## config.mk

```make
export PLATFORM = sky130hd
export DESIGN_NAME = pbp_cell
export DESIGN_NICKNAME = d
export VERILOG_FILES = /design/src/rtl/core/pbp_pkg.sv /design/src/rtl/core/pbp_ram.sv /design/src/rtl/core/pbp_cell.sv
export SDC_FILE = /design/constraint.sdc
export NUM_CORES = 2
export LEC_CHECK = 0
export BUFFER_PORTS_ARGS = -buffer_cell sky130_fd_sc_hd__buf_2
export CAP_MARGIN = 25
export CORE_MARGIN = 4
export CORE_UTILIZATION = 53
export CTS_BUF_LIST = sky130_fd_sc_hd__clkbuf_4 sky130_fd_sc_hd__clkbuf_8 sky130_fd_sc_hd__clkbuf_16
export DETAILED_ROUTE_END_ITERATION = 10
export GPL_ROUTABILITY_DRIVEN = 0
export PLACE_DENSITY = 0.8
export SETUP_SLACK_MARGIN = 0.15
export SYNTH_ARGS = -nofsm -noshare
export SYNTH_HDL_FRONTEND = slang
export SYNTH_SLANG_ARGS = --single-unit
```

## constraint.sdc

```tcl
create_clock -name clk -period 30.4 [get_ports clk]
set_clock_uncertainty 0.15 [all_clocks]
set_input_delay 6.08 -clock clk [delete_from_list [all_inputs] [get_ports clk]]
set_output_delay 6.08 -clock clk [all_outputs]
set_load 0.01 [all_outputs]
```

## src/rtl/core/pbp_pkg.sv

```systemverilog
// Shared constants and types for the perceptron branch predictor.
`default_nettype none
package pbp_pkg;
	localparam int ROWS_DEF   = 400;
	localparam int WPR_DEF    = 36;
	localparam int LIMIT_DEF  = 127;
	localparam int PC_W       = 32;
	localparam int WGT_W      = 8;
	localparam int THR_W      = 13;
	localparam int DOT_W      = 14;
	localparam logic [THR_W-1:0] THR_RESET = 13'd83;

	typedef struct packed {
		logic clr;
		logic train;
		logic taken;
	} pbp_ctl_t;
endpackage
`default_nettype wire

```

## src/rtl/core/pbp_ram.sv

```systemverilog
// Generic single-write, single-read RAM with registered read data.
`default_nettype none
module pbp_ram #(
	parameter int WIDTH = 8,
	parameter int DEPTH = 400,
	localparam int AW = (DEPTH > 1) ? $clog2(DEPTH) : 1
) (
	input  wire logic             clk,
	input  wire logic             we,
	input  wire logic [AW-1:0]    waddr,
	input  wire logic [WIDTH-1:0] wdata,
	input  wire logic [AW-1:0]    raddr,
	output logic      [WIDTH-1:0] rdata
);
	logic [WIDTH-1:0] mem_q [DEPTH];

	always_ff @(posedge clk) begin
		if (we) begin
			mem_q[waddr] <= wdata;
		end
		rdata <= mem_q[raddr];
	end
endmodule
`default_nettype wire

```

## src/rtl/core/pbp_cell.sv

```systemverilog
// One weight column: its RAM, the add/subtract stage of the sum chain and training.
`default_nettype none
module pbp_cell import pbp_pkg::*; #(
	parameter int ROWS    = ROWS_DEF,
	parameter int LIMIT   = LIMIT_DEF,
	parameter int SW      = 14,
	parameter bit IS_BIAS = 1'b0,
	localparam int RW = (ROWS > 1) ? $clog2(ROWS) : 1
) (
	input  wire logic                 clk,
	input  wire logic                 arst_n,
	input  wire pbp_ctl_t             ctl,
	input  wire logic [RW-1:0]        waddr,
	input  wire logic [RW-1:0]        raddr,
	input  wire logic                 hbit,
	input  wire logic signed [SW-1:0] sum_in,
	input  wire logic                 vld_in,
	output logic signed [SW-1:0]      sum_out,
	output logic                      vld_out
);
	localparam logic signed [WGT_W-1:0] PLIM = WGT_W'(LIMIT);
	localparam logic signed [WGT_W-1:0] NLIM = -PLIM;

	logic [WGT_W-1:0]          rdata;
	logic signed [WGT_W-1:0]   w;
	logic signed [SW-1:0]      wx;
	logic signed [WGT_W-1:0]   w_new;
	logic                      up;
	logic signed [SW-1:0]      sum_q;
	logic                      vld_q;

	pbp_ram #(.WIDTH(WGT_W), .DEPTH(ROWS)) u_ram (
		.clk   (clk),
		.we    (ctl.clr | ctl.train),
		.waddr (waddr),
		.wdata (ctl.clr ? '0 : w_new),
		.raddr (raddr),
		.rdata (rdata)
	);

	always_comb begin
		w  = signed'(rdata);
		wx = {{(SW-WGT_W){w[WGT_W-1]}}, w};
		up = IS_BIAS ? ctl.taken : (hbit == ctl.taken);
		if (up) begin
			w_new = (w >= PLIM) ? PLIM : w + WGT_W'(1);
		end else begin
			w_new = (w <= NLIM) ? NLIM : w - WGT_W'(1);
		end
	end

	always_ff @(posedge clk or negedge arst_n) begin
		if (!arst_n) begin
			vld_q <= 1'b0;
		end else begin
			vld_q <= vld_in;
		end
	end

	always_ff @(posedge clk) begin
		if (IS_BIAS || hbit) begin
			sum_q <= sum_in + wx;
		end else begin
			sum_q <= sum_in - wx;
		end
	end

	assign sum_out = sum_q;
	assign vld_out = vld_q;
endmodule
`default_nettype wire

```

Word-level counts from Yosys, hierarchy flattened. Memory sizes are Yosys's and may differ from the RTL's. A register that Yosys moved wholly into a read port is not among the register bits. Cells that the tools add are included.

Multiplexer cells: 7. Order comparisons: 2. Add/sub/neg operators: 4. Eq/ne operators: 1. Bitwise logic cells: 1.

Operators with widths (count): 8-bit two-way mux (4); 14-bit by 8-bit adder with 14-bit output (1); 14-bit two-way mux (1); 14-bit by 8-bit subtractor with 14-bit output (1); 8-bit by 2-bit adder with 8-bit output (second input constant) (1); 8-bit >= comparator (second input constant) (1); 8-bit <= comparator (second input constant) (1); 8-bit by 2-bit subtractor with 8-bit output (second input constant) (1); 1-bit two-way mux (2); 1-bit == test (1); 1-bit bitwise OR (1).

RAM bits: 3200. Bits of input ports: 39. Output and inout port bits: 15. Memories: 1. Word-level logic and storage cells: 18. Flip-flop bits (word level): 15.

Memories: u_ram.mem_q (words 400, bits a word 8, rd ports 1, clocked after memory_dff 1, wr ports 1, line pbp_ram.sv:15) `logic [WIDTH-1:0] mem_q [DEPTH];`.

Depth between registers and ports, before layout.
Depth after elaboration: 4. Gate-level depth with buffers: 13. Gate-level depth less buffers: 12.

Modules after synthesis. A second synthesis with hierarchy kept.

Cell total of the unflattened synthesis: 6116. Area, all modules: 126471.3 um^2.

By module, submodules not included: pbp_ram (seq. area each 96252.3 um^2, cells an instance 5915, area each 124843.5 um^2, instances 1); pbp_cell (seq. area each 305.3 um^2, cells an instance 201, area each 1627.8 um^2, instances 1).

Worst setup path before layout. Ideal clock, no wire load.

Kind: input -> register. Start point: input hbit. End point: memory u_ram.mem_q[0][7] (data pin). Path buffers: 1. Data arrival time: 23176 ps. Slack: 3580 ps. Stages: 3. Setup time: 3495 ps. Data required time: 26755 ps. Path through: clkbuf_1 > xnor2_1 > a221oi_1.

Longest elaborated chain between the ends: 3.

Ends and longest elaborated chain: start, declared (line pbp_cell.sv:15) `input wire logic hbit,`; 1-bit == test (line pbp_cell.sv:44) `up = IS_BIAS ? ctl.taken : (hbit == ctl.taken);`; 8-bit two-way mux (line pbp_cell.sv:45) `if (up) begin`; 8-bit two-way mux (line pbp_cell.sv:36) `.wdata (ctl.clr ? '0 : w_new),`; net u_ram.wdata[7] (line pbp_ram.sv:11) `input wire logic [WIDTH-1:0] wdata,`; end, declared (line pbp_ram.sv:15).

The timed path passes the listed nets, and every way through them passes these cells.

==> metrics.cfg <==
[worst_setup_path]
start_kind = input port
crit_family = buffers and inverters
end_kind = flip-flop
path_cells = buf_12, buf_4, buf_4, buf_4, buf_4, buf_4, mux4_2, o21ai_0, a211oi_1, a221o_1, nor3_1, nor4_1
r2r-end = u_ram.mem_q[374][7]
crit_type = input port to flip-flop
cp.required_ns = 31.04
cp.buffers_inverters = 6
max_stage_delay_ns = 0.81
worst-r2r-cell-count = 8
path_max_fanout = 96
r2r-start = u_ram.rdata[4]
cpMaxStageDelayCell = buf_4
cpMostUsedCell = buf_4
cp.arrival_ns = 12.51
reg2reg_setup_slack_ns = 24.36

[timing]
grt_setup_unrepaired = false
fin_crit_sh_pct = 39.1
holdWs_ns = 0.831
setup_viol = 0
worst_slack_ns = 18.52
maxSlewHeadroom_pct = 13.6
period_needed_ns = 11.88
tightestPinTransition_ns = 1.30
drv_slew = 0
hold_viol_final = 0
tns_ns = 0
fmax_mhz = 84.2

[cells_and_area]
seqCellArea_um2 = 96600
fin_nets = 6041
fin_cells = 9390
fill_cells = 15280
final_layout_size_suffix_gt1_share_pct = 24.8
multi_input_area_um2 = 27400
area_growth_pct = 10.7

[power_and_ir_drop]
ir_drop_mv = 0.0727
intPower_w = 0.00741
power.switching_w = 0.00218
p_leak_nw = 43.5
combPwrFrac_pct = 7.2
clockPowerShare_pct = 40.0
swShare_pct = 22.7
p_seq_share_pct = 52.8
powerDensity_nw_per_um2 = 68.7

[routing]
ant_nets = 0
vias_per_cell = 7.12
wl_mm = 354
dr.pass1.iters = 11
first_iter_violations = 12995
drc_errors = 1
vias = 66882
wl_per_cell_um = 37.7

[floorplan]
coreArea_um2 = 236000
dieWidth_um = 496
row_count = 178
start_util_pct = 53.4
io_pins = 54
die_h_um = 496
dieArea_um2 = 246000

[global_route]
grt_pass1_wl_mm = 501
grt-ovfl-total = 0
groute.usage.overall_pct = 28.8
grt_max_degree = 225
grt_pass1_vias = 66274
antenna_found_initial = 30

[min_path]
hold_class = flip-flop to flip-flop
hold_start = u_ram.rdata[0]
hold_end = sum_out[0]
hold_depth = 1

[logic_synthesis]
post-synth-top-count-cell = edfxtp_1
ys_warn_count = 0
ys_types = 84
async_flop_share_pct = 0.0310
avgSynthCellArea_um2 = 21.6
ys_seq_elements = 3223
syn-cell-area_um2 = 126000
synth_top_area_share_pct = 76.3
syn_nets = 5903
synth_flop_cell = edfxtp_1
synth_edf_count = 3200
syn_inst = 5844
synth_top_area_cell = edfxtp_1
synth.area.top_cells = edfxtp_1, mux4_2, nor2_1
ys_seq_area_share_pct = 76.7
netlist_top_cells_count = edfxtp_1, mux4_2, nor2_1, nand2_1, clkbuf_1

[clocking]
cts_buffer_depth = 4
postCtsSetupBuffers = 0
clock-sinks = 3223
cts_buffers = 317
ctsHoldBuffers = 0
cts-root-buf = clkbuf_16
cts_tree = done
htreeDepth = 5
clkLatencyLatePin_ns = 0.99
clkTransAtPathRegs_ns = 0.06
ctsResizeCount = 0

[job]
maxCapViolCount = 0

[outcome]
status = finished, violations left
violations = design-rule violations

[placement]
place_inst = 8800
dp_slack_ns = 17.36
place_hpwl_mm = 190
portBuffers = 53

## cells in the final DEF, fill, tap and decap left out, types with 17 or more instances in the layout
master / Yosys / routed
nor2_1: 480 / 473
nand2_1: 136 / 124
a21oi_1: 62 / 62
bufinv_16: 0 / 19
nor3_1: 38 / 38
clkinv_2: 0 / 51
o22ai_1: 77 / 77
mux4_1: 20 / 20
buf_4: 48 / 87
clkbuf_16: 0 / 325
nand2b_1: 17 / 17
mux2i_1: 113 / 113
mux4_2: 803 / 803
mux2_2: 32 / 32
o21ai_0: 59 / 59
a221oi_1: 21 / 20
ha_1: 19 / 19
diode_2: 0 / 32
a31oi_1: 21 / 21
dfxtp_1: 22 / 22
clkbuf_4: 4 / 61
a22oi_1: 68 / 68
edfxtp_1: 3200 / 3200
a22o_1: 21 / 21
nand3_1: 35 / 31
buf_2: 87 / 49
clkinv_1: 1 / 72
## registers in the layout (all words and copies together), names as in the netlist
name and flops:
sum_out 14, u_ram.rdata 8, vld_out 1, u_ram.mem_q 3200
## worst max path at each step
stage / cells after the start / endpoint / start
finish: 12 / u_ram.rdata[1] / raddr[0]
global route: 12 / u_ram.rdata[1] / raddr[0]
CTS: 12 / u_ram.rdata[7] / raddr[0]
detailed placement: 12 / u_ram.rdata[7] / raddr[0]
global placement: 12 / u_ram.rdata[7] / raddr[0]
floorplan: 3 / u_ram.mem_q[0][7] / hbit
## cells by family (layout without fill, tap and decap cells)
logic type	after synthesis	after routing	share of synthesized area (%)
adder cells (fa/ha/maj)	20	20	0.205
AND/OR/NAND/NOR	806	806	2.76
AO/OA/AOI/OAI	439	439	2.40
multiplexers	968	968	16.0
other	0	32	0
buffers and inverters	360	724	1.82
flip-flops	3223	3223	76.7
XOR/XNOR	28	28	0.201
## final cells by class
| cell class | count | area share, % |
|---|---|---|
| Inverter | 9 | 0.0278 |
| Clock inverter | 157 | 0.886 |
| Clock buffer | 388 | 6.19 |
| Multi-Input combinational cell | 2261 | 19.6 |
| Tap cell | 3150 | 2.83 |
| Timing Repair Buffer | 170 | 1.12 |
| Sequential cell | 3223 | 69.2 |
| Antenna cell | 32 | 0.0574 |
## layer usage
layer  wire length (um)  up-vias  track usage, %
met5                 91        -               0
met4              26100        8            18.2
met3              50600     1443            9.53
met2             166000     6663            43.4
met1             111000    34031            36.4
li1                   -    24737               -
## stage by stage
step | area, um2 | utilization (%) | power, W
after floorplan | 126000 | - | 0.00569
after global placement | 129000 | 54.7 | 0.00578
after detailed placement | 129000 | 54.8 | 0.00581
after CTS | 139000 | 59.0 | 0.00955
after global routing | 139000 | 59.1 | 0.00981
final | 139000 | 59.1 | 0.00959
## power by group through the flow
stage | Combinational (W) | Clock (W) | Sequential, W
after detailed placement | 0.000651 | 0 | 0.00516
final | 0.000687 | 0.00383 | 0.00506
after global placement | 0.000624 | 0 | 0.00516
after global routing | 0.000710 | 0.00404 | 0.00506
after floorplan | 0.000373 | 0 | 0.00532
after CTS | 0.000660 | 0.00383 | 0.00506
(Power assumes the default switching activity.)
